### src/hkset_pkg.sv
package hkset_pkg;

    localparam int KEY_W     = 32;
    localparam int IDX_OUT_W = 10;
    localparam int SHIFT_W   = 5;

    localparam logic [SHIFT_W-1:0] XS_SHIFT_FIRST = SHIFT_W'(17);

    typedef enum logic [1:0] {
        ST_FOUND    = 2'd0,
        ST_ABSENT   = 2'd1,
        ST_INSERTED = 2'd2,
        ST_FULL     = 2'd3
    } t_status;

    function automatic logic [KEY_W-1:0] mul_const(input logic [1:0] step);
        logic [KEY_W-1:0] k;
        case (step)
            2'd0:    k = 32'hed5ad4bb;
            2'd1:    k = 32'hac4c1b51;
            2'd2:    k = 32'h31848bab;
            default: k = 32'h00000001;
        endcase
        return k;
    endfunction

    function automatic logic [SHIFT_W-1:0] xs_shift(input logic [1:0] step);
        logic [SHIFT_W-1:0] s;
        case (step)
            2'd0:    s = SHIFT_W'(11);
            2'd1:    s = SHIFT_W'(15);
            2'd2:    s = SHIFT_W'(14);
            default: s = SHIFT_W'(0);
        endcase
        return s;
    endfunction

endpackage

### src/hkset_hash.sv
module hkset_hash import hkset_pkg::*; #(
    parameter int BUCKETS = 256
) (
    input  logic                       i_clk,
    input  logic                       i_rst_n,
    input  logic                       i_start,
    input  logic [KEY_W-1:0]           i_key,
    output logic                       o_done,
    output logic [$clog2(BUCKETS)-1:0] o_bucket
);

    localparam int BW   = $clog2(BUCKETS);
    localparam bit POW2 = ((1 << BW) == BUCKETS);
    localparam logic [2*KEY_W-1:0] RECIP_WIDE =
        ((2*KEY_W)'(1) << (KEY_W - 1 + BW)) / (2*KEY_W)'(BUCKETS);
    localparam logic [KEY_W-1:0] RECIP = RECIP_WIDE[KEY_W-1:0];

    typedef enum logic [2:0] {
        H_IDLE,
        H_MUL,
        H_XS,
        H_MOD,
        H_FIX
    } t_hstate;

    t_hstate          r_state;
    logic [KEY_W-1:0] r_val;
    logic [1:0]       r_step;
    logic [BW:0]      r_q;
    logic [BW-1:0]    r_bucket;
    logic             r_done;

    logic [KEY_W-1:0]   xs;
    logic [KEY_W-1:0]   mul_op;
    logic [2*KEY_W-1:0] prod;
    logic [BW:0]        q_b;
    logic [BW:0]        rem_est;
    logic [BW:0]        rem_fix;

    assign xs      = r_val ^ (r_val >> xs_shift(r_step));
    assign mul_op  = (r_state == H_MOD) ? RECIP : mul_const(r_step);
    assign prod    = (2*KEY_W)'(r_val) * (2*KEY_W)'(mul_op);
    assign q_b     = r_q * (BW+1)'(BUCKETS);
    assign rem_est = r_val[BW:0] - q_b;
    assign rem_fix = (rem_est >= (BW+1)'(BUCKETS)) ? rem_est - (BW+1)'(BUCKETS) : rem_est;

    always_ff @(posedge i_clk) begin
        if (!i_rst_n) begin
            r_state <= H_IDLE;
            r_done  <= 1'b0;
        end else begin
            unique case (r_state)
                H_IDLE: begin
                    r_done <= 1'b0;
                    if (i_start) begin
                        r_val   <= i_key ^ (i_key >> XS_SHIFT_FIRST);
                        r_step  <= 2'd0;
                        r_state <= H_MUL;
                    end
                end
                H_MUL: begin
                    r_val   <= prod[KEY_W-1:0];
                    r_state <= H_XS;
                end
                H_XS: begin
                    r_val <= xs;
                    if (r_step == 2'd2) begin
                        if (POW2) begin
                            r_bucket <= xs[BW-1:0];
                            r_done   <= 1'b1;
                            r_state  <= H_IDLE;
                        end else begin
                            r_state <= H_MOD;
                        end
                    end else begin
                        r_step  <= r_step + 2'd1;
                        r_state <= H_MUL;
                    end
                end
                H_MOD: begin
                    r_q     <= prod[KEY_W-1+BW +: BW+1];
                    r_state <= H_FIX;
                end
                H_FIX: begin
                    r_bucket <= rem_fix[BW-1:0];
                    r_done   <= 1'b1;
                    r_state  <= H_IDLE;
                end
                default: r_state <= H_IDLE;
            endcase
        end
    end

    assign o_done   = r_done;
    assign o_bucket = r_bucket;

endmodule

### config.mk
export PLATFORM = sky130hd
export DESIGN_NAME = hkset_hash
export DESIGN_NICKNAME = d
export VERILOG_FILES = /design/src/hkset_pkg.sv /design/src/hkset_hash.sv
export SDC_FILE = /design/constraint.sdc
export NUM_CORES = 1
export LEC_CHECK = 0
export BUFFER_PORTS_ARGS = -buffer_cell sky130_fd_sc_hd__buf_2
export CAP_MARGIN = 20
export CORE_ASPECT_RATIO = 1.2
export CORE_MARGIN = 2
export CORE_UTILIZATION = 30
export CTS_BUF_LIST = sky130_fd_sc_hd__clkbuf_8
export DETAILED_ROUTE_END_ITERATION = 7
export PLACE_DENSITY_LB_ADDON = 0.15
export SYNTH_ARGS = -nofsm -noshare
export SYNTH_HDL_FRONTEND = slang
export SYNTH_SLANG_ARGS = --single-unit
export TNS_END_PERCENT = 10
### constraint.sdc
create_clock -name i_clk -period 8.8 [get_ports i_clk]
set_input_delay 1.32 -clock i_clk [delete_from_list [all_inputs] [get_ports i_clk]]
set_output_delay 1.32 -clock i_clk [all_outputs]
set_load 0.01 [all_outputs]
==> results_dict.tcl, run 1 <==
set metrics [dict create \
    status "complete, no violations" \
    fin_area_um2 18400 \
    ys_warn_count 0 \
    root_buffer "clkbuf_8" \
    fin_crit_sh_pct 95.5 \
    hold_end "o_done" \
    antenna_found_initial 2 \
    grt_use_met2_pct 41.6 \
    postCtsHoldBufs 0 \
    coreArea_um2 56000 \
    route.detailed.drc 0 \
    crit_family "adder cells" \
    top_usage_layer "met2" \
    synth_edf_count 42 \
    grt_pass1_vias 14200 \
    wl_per_cell_um 24.7 \
    grt_util_met1_pct 27.5 \
    place_hpwl_mm 55.8 \
    grt-ovfl-total 0 \
    syn2layout_area_growth_pct 8.36 \
    fmaxAchievable_ghz 0.119 \
    n_fill_cell 5843 \
    endpoint_kind "flop" \
    synth_fp_nets 2359 \
    rr_endpoint "r_val[31]" \
    skew_ns 0.00858 \
    hold_viol 0 \
    ys_ff_latch 46 \
    cp_common_cell "fa_1" \
    dr.pass1.iters 5 \
    cp_max_fo 18 \
    drive_gt1_share_pct 7.73 \
    synth_seq_area_share_pct 7.91 \
    die_w_um 221 \
    fin_crit_ns 8.40 \
    cp.depth 28 \
    rrSetupSlack_ns 0.40 \
    port_buffers 43 \
    path_buf_inv 7 \
    crit_path_top_delay_cell "fa_1" \
    timing.rr.start "r_step[0]" \
    met3_usage_pct 1.26 \
    setup.worst_path.class "flop to flop" \
    layout.nets 2391 \
    track_usage_pct 22.3 \
    viasPerCell 4.94 \
    cp-start-kind "flop" \
    cts_max_level 2 \
    clock_path_buffers 2 \
    synth-main-ff-cell "edfxtp_1" \
    clk-insertion-delay-late_ns 0.33 \
    hold_slack_ns 0.635 \
    worst_pin_slew_ns 0.927 \
    reg2reg_depth 28 \
    grt_max_degree 65 \
    numCtsBuffers 5 \
    cts.sinks 46 \
    layout_common_cells "inv_1, fa_1, ha_1, nand2_1, xnor2_1" \
    fp.dieH_um 264 \
    synth-async-reset-ratio_pct 0 \
    rsz0062_at_grt "no" \
    initial_utilization_pct 30.3 \
    cts_tree "done" \
    setup_viol 0 \
    post_cts_resized 0 \
    n_antenna_cell 0 \
    dpl_cell_area_um2 18300 \
    avgSynthCellArea_um2 9.27 \
    slew_headroom_pct 37.6 \
    vias 12800 \
    hold_path_depth 3 \
    cp_slowest_stage_delay_ns 0.53 \
    maxCapViolations 0 \
    drtIter0Drc 981 \
    rows 95 \
    gp_routability_congestion 0.925 \
    drt_wl_total_mm 64.0 \
    synthCells 1829 \
    arrival_ns 8.47 \
    report.final.slew_viol_count 0 \
    hp-class "flop to flop" \
    io_pins 44 \
    holdCritStartpoint "o_done" \
    syn_area_um2 16900 \
    netlist-cell-type-count 66 \
    final_common_cell "inv_1" \
    required_ns 8.87 \
    path_clk_slew_ns 0.10 \
    grt_pass1_wl_mm 95.0 \
    die_area_um2 58400 \
    setup_tns_ns 0 \
    ant_nets 0 \
]
[layout make-up]
| cell class | instances | area, um2 | share of cell area [%] |
|---|---|---|---|
| sequential | 46 | 1340 | 7.30 |
| timing repair buffer | 105 | 706 | 3.84 |
| multi-input combinational | 1277 | 13700 | 74.7 |
| inverter | 426 | 1600 | 8.71 |
| tap | 727 | 910 | 4.95 |
| clock inverter | 3 | 17.5 | 0.0954 |
| clock buffer | 5 | 68.8 | 0.375 |
[worst max-delay path by stage]
stage / from / end / slack, ns
CTS: r_step[0] / r_val[31] / 0.10
detailed placement: r_step[0] / r_val[31] / 0.11
floorplan: r_step[0] / r_val[31] / 0.74
global placement: r_step[0] / r_val[31] / 0.24
global route: r_step[0] / r_val[31] / 0.04
finish: r_step[0] / r_val[31] / 0.40
[worst min-delay path: stages (launching register included)]
cell and delay [ns]:
dfxtp_1 0.34, o21ai_0 0.08, o21ai_0 0.07, and2_1 0.12
[flip-flops by register name, summed over array words and instances (netlist names)]
signal	cells
r_step	2
o_bucket	8
r_val	32
r_state	3
o_done	1
[cell families after synthesis]
family,Yosys count,synth area share [%]
and+or+nand+nor,369,10.4
xor gates and xnor gates,151,7.97
buffers and inverters,506,11.4
DFF,46,7.91
muxes,78,4.77
AOI/OAI and AO/OA,182,7.21
adders and majority gates,497,50.4
[per-layer routing]
metal  vias up  wire length, um
li1       5778                -
met1      6543            26200
met2       364            33600
met3        94             2160
met4         2             2130
met5         -               13
[what timing repair did]
action	4_1_cts	5_1_grt
endpoints found under the setup margin	0	3
setup buffers	0	1
endpoints found under the hold margin	0	0
[metrics by stage]
| stage | utilization [%] | setup slack [ns] | instances |
|---|---|---|---|
| final | 32.8 | 0.399 | 2589 |
| after global routing | 32.8 | 0.0370 | 2589 |
| after floorplan | - | 0.735 | 1829 |
| after detailed placement | 32.6 | 0.110 | 2580 |
| after global placement | 32.6 | 0.235 | 2580 |
| after CTS | 32.8 | 0.101 | 2588 |
[cell usage after synthesis, types with 3 or more instances]
master	count	area, um2
a211oi_1	7	52.6
a21boi_0	6	45.0
a21o_1	19	143
a21oi_1	41	205
a221o_1	10	100
a22oi_1	12	90.1
and2_1	13	81.3
and3_1	48	300
buf_1	9	33.8
buf_2	7	35.0
clkbuf_1	60	225
dfxtp_1	4	80.1
edfxtp_1	42	1260
fa_1	310	6210
ha_1	185	2310
inv_1	425	1600
mux2_2	12	135
mux2i_1	65	651
nand2_1	120	450
nand2b_1	11	68.8
nand3_1	35	175
nand4_1	4	25.0
nor2_1	88	330
nor2b_1	7	43.8
nor3_1	21	105
nor3b_1	4	30.0
nor4_1	3	18.8
o211ai_1	3	22.5
o21a_1	11	82.6
o21ai_0	39	195
o21ai_1	4	20.0
o21bai_1	8	60.1
o221ai_1	7	61.3
or2_2	6	37.5
xnor2_1	108	946
xor2_1	41	359
Power of run 1 is left out: the tool's default activity adds up to more than one toggle a clock period on the data nets, which glitch-free logic cannot reach.
==> run 2: changes to the inputs <==
--- a/config.mk
+++ b/config.mk
@@ -5,6 +5,7 @@
 export SDC_FILE = /design/constraint.sdc
 export NUM_CORES = 1
 export LEC_CHECK = 0
+export ABC_AREA = 1
 export BUFFER_PORTS_ARGS = -buffer_cell sky130_fd_sc_hd__buf_2
 export CAP_MARGIN = 20
 export CORE_ASPECT_RATIO = 1.2
@@ -12,6 +13,7 @@
 export CORE_UTILIZATION = 30
 export CTS_BUF_LIST = sky130_fd_sc_hd__clkbuf_8
 export DETAILED_ROUTE_END_ITERATION = 7
+export GPL_TIMING_DRIVEN = 0
 export PLACE_DENSITY_LB_ADDON = 0.15
 export SYNTH_ARGS = -nofsm -noshare
 export SYNTH_HDL_FRONTEND = slang
==> run 2 against run 1 <==
Effect of this change: sequential cell count unchanged; highest routed layer is now met4; synthesized cell count increased by 21%; setup slack got worse by 0.20 ns; maximum frequency decreased by 2.4%; largest cell class unchanged; area after synthesis increased by 2.4%; critical path type unchanged; register-to-register slack got worse by 0.20 ns.
==> results_dict.tcl, run 2 <==
set metrics [dict create \
    endpoint_kind "flop" \
    numCtsBuffers 5 \
    timing.rr.start "r_step[0]" \
    path_buf_inv 8 \
    pre_cts_ws_ns -1.04 \
    rows 96 \
    hp-class "flop to flop" \
    reg2reg_depth 28 \
    die_w_um 224 \
    synth_seq_area_share_pct 7.73 \
    port_buffers 43 \
    grt_pass1_vias 15700 \
    dp_cells 2991 \
    cp_slowest_stage_delay_ns 0.55 \
    synth-async-reset-ratio_pct 0 \
    route.detailed.drc 0 \
    root_buffer "clkbuf_8" \
    path_clk_slew_ns 0.10 \
    grt-ovfl-total 0 \
    worst_pin_slew_ns 1.10 \
    syn2layout_area_growth_pct 8.45 \
    drive_gt1_share_pct 6.09 \
    yosysMostFrequentCell "inv_1" \
    grt_max_degree 18 \
    viasPerCell 4.97 \
    synth-main-ff-cell "edfxtp_1" \
    antenna_found_initial 0 \
    setup.worst_path.class "flop to flop" \
    initial_utilization_pct 30.4 \
    rr_endpoint "r_val[20]" \
    required_ns 8.85 \
    report.final.slew_viol_count 0 \
    layout_common_cells "inv_1, nand2_1, fa_1, ha_1, nor2_1" \
    dr.pass1.iters 6 \
    synthCells 2210 \
    grt_pass1_wl_mm 106 \
    clock_path_buffers 2 \
    skew_ns 0.0134 \
    wl_per_cell_um 24.2 \
    cp_max_fo 10 \
    rsz0062_at_grt "yes" \
    track_usage_pct 24.8 \
    ant_nets 0 \
    drtIter0Drc 1127 \
    dpl_cell_area_um2 18600 \
    crit_family "adder cells" \
    cp-start-kind "flop" \
    place_hpwl_mm 64.4 \
    slew_headroom_pct 26.7 \
    netlist_top_cells_area "fa_1, ha_1, inv_1" \
    io_pins 44 \
    clk-insertion-delay-late_ns 0.34 \
    fp.dieH_um 268 \
    fmaxAchievable_ghz 0.116 \
    yosysTopAreaCellShare_pct 35.7 \
    cts.sinks 46 \
    coreArea_um2 57200 \
    hold_end "o_done" \
    rrSetupSlack_ns 0.20 \
    crit_path_top_delay_cell "fa_1" \
    hold_path_depth 4 \
    drt_wl_total_mm 72.6 \
    fin_crit_ns 8.60 \
    final_cells 3002 \
    maxCapViolations 0 \
    holdCritStartpoint "o_done" \
    n_antenna_cell 0 \
    cts_max_level 2 \
    arrival_ns 8.66 \
    synth_fp_nets 2740 \
    hold_viol 0 \
    setup_viol 0 \
    synthTopCellsByCount "inv_1, nand2_1, fa_1" \
    final_common_cell "inv_1" \
    synth_top_area_cell "fa_1" \
    die_area_um2 59800 \
    fin_crit_sh_pct 97.8 \
    synth_edf_count 42 \
    largest_register "r_val" \
    status "complete, no violations" \
    cts_tree "done" \
    ys_ff_latch 46 \
    netlist-cell-type-count 50 \
    layout.nets 2796 \
    fin_ws_ns 0.195 \
    n_fill_cell 6273 \
    ys_warn_count 0 \
    syn_area_um2 17400 \
    fin_area_um2 18800 \
    gp_routability_congestion 0.953 \
    vias 14900 \
    avgSynthCellArea_um2 7.86 \
    largest_register_ffs 32 \
    cp_common_cell "fa_1" \
]
-- run 2: cell types whose count changed in the layout (fill, tap and decap cells not counted), moves of 20 or more --
cell / delta
buf_4: -53
mux2i_1: -64
nor2_1: +80
inv_1: +125
nor2_2: +20
nand3_1: +45
o21ai_0: +82
nand2_1: +269
and3_1: -48
xnor2_1: -82
-- run 2: area by class of cell --
type	count	area (um2)	share of cell area, %
Multi-Input combinational cell	1547	13800	73.2
Tap cell	735	920	4.88
Clock buffer	7	96.3	0.512
Sequential cell	46	1340	7.12
Inverter	567	2130	11.3
Timing Repair Buffer	52	308	1.63
Buffer	47	238	1.26
Clock inverter	1	8.76	0.0465
-- run 2: how the worst max path moves through the flow --
stage | from | endpoint | slack [ns] | depth (start not counted)
6_report | r_step[0] | r_val[20] | 0.20 | 28
3_5_place_dp | r_step[0] | r_val[27] | -1.04 | 33
3_3_place_gp | r_step[0] | r_val[27] | -1.03 | 33
5_1_grt | r_step[1] | r_val[26] | -0.09 | 31
2_1_floorplan | r_step[0] | r_val[27] | 1.16 | 33
4_1_cts | r_step[0] | r_val[27] | -0.06 | 33
-- run 2: metrics by stage --
stage | TNS (ns) | hold slack (ns) | utilization (%)
2_1_floorplan | 0 | 0.542 | -
3_3_place_gp | -8.85 | 0.522 | 32.3
3_5_place_dp | -8.79 | 0.532 | 32.5
4_1_cts | -0.107 | 0.545 | 32.7
5_1_grt | -0.267 | 0.598 | 32.9
6_report | 0 | 0.535 | 32.9
-- run 2: worst register-to-register path: cells and delay by family, from the launching register on --
family | cells | cell delay, ns
flops | 1 | 0.46
fa+ha+maj | 10 | 4.55
simple gates | 5 | 0.88
compound gates | 5 | 1.40
buf+inv | 8 | 1.03
-- run 2: cell families after synthesis --
group | synth area share, %
flip-flops | 7.73
AO/OA/AOI/OAI | 8.86
AND/OR/NAND/NOR | 16.7
XOR/XNOR | 3.99
adder cells (fa/ha/maj) | 49.1
buffers and inverters | 13.5
multiplexers | 0.0577
-- run 2: what timing repair did --
action | in CTS | in global routing
gates cloned | 0 | 0
endpoints found under the setup margin | 15 | 13
resized for setup | 25 | 31
buffers inserted | 1 | 4
pin swaps | 2 | 2
hold buffers | 0 | 0
hold endpoints to repair | 0 | 0
-- run 2: routing by layer --
metal	part of all wire, %	global-route usage, %	wire length, um
met1	41	30.9	29600
met2	50	44.1	36200
met3	4.6	1.96	3370
met4	4.9	10.1	3530
met5	0	0	0
Power of run 2 is left out for the same reason.
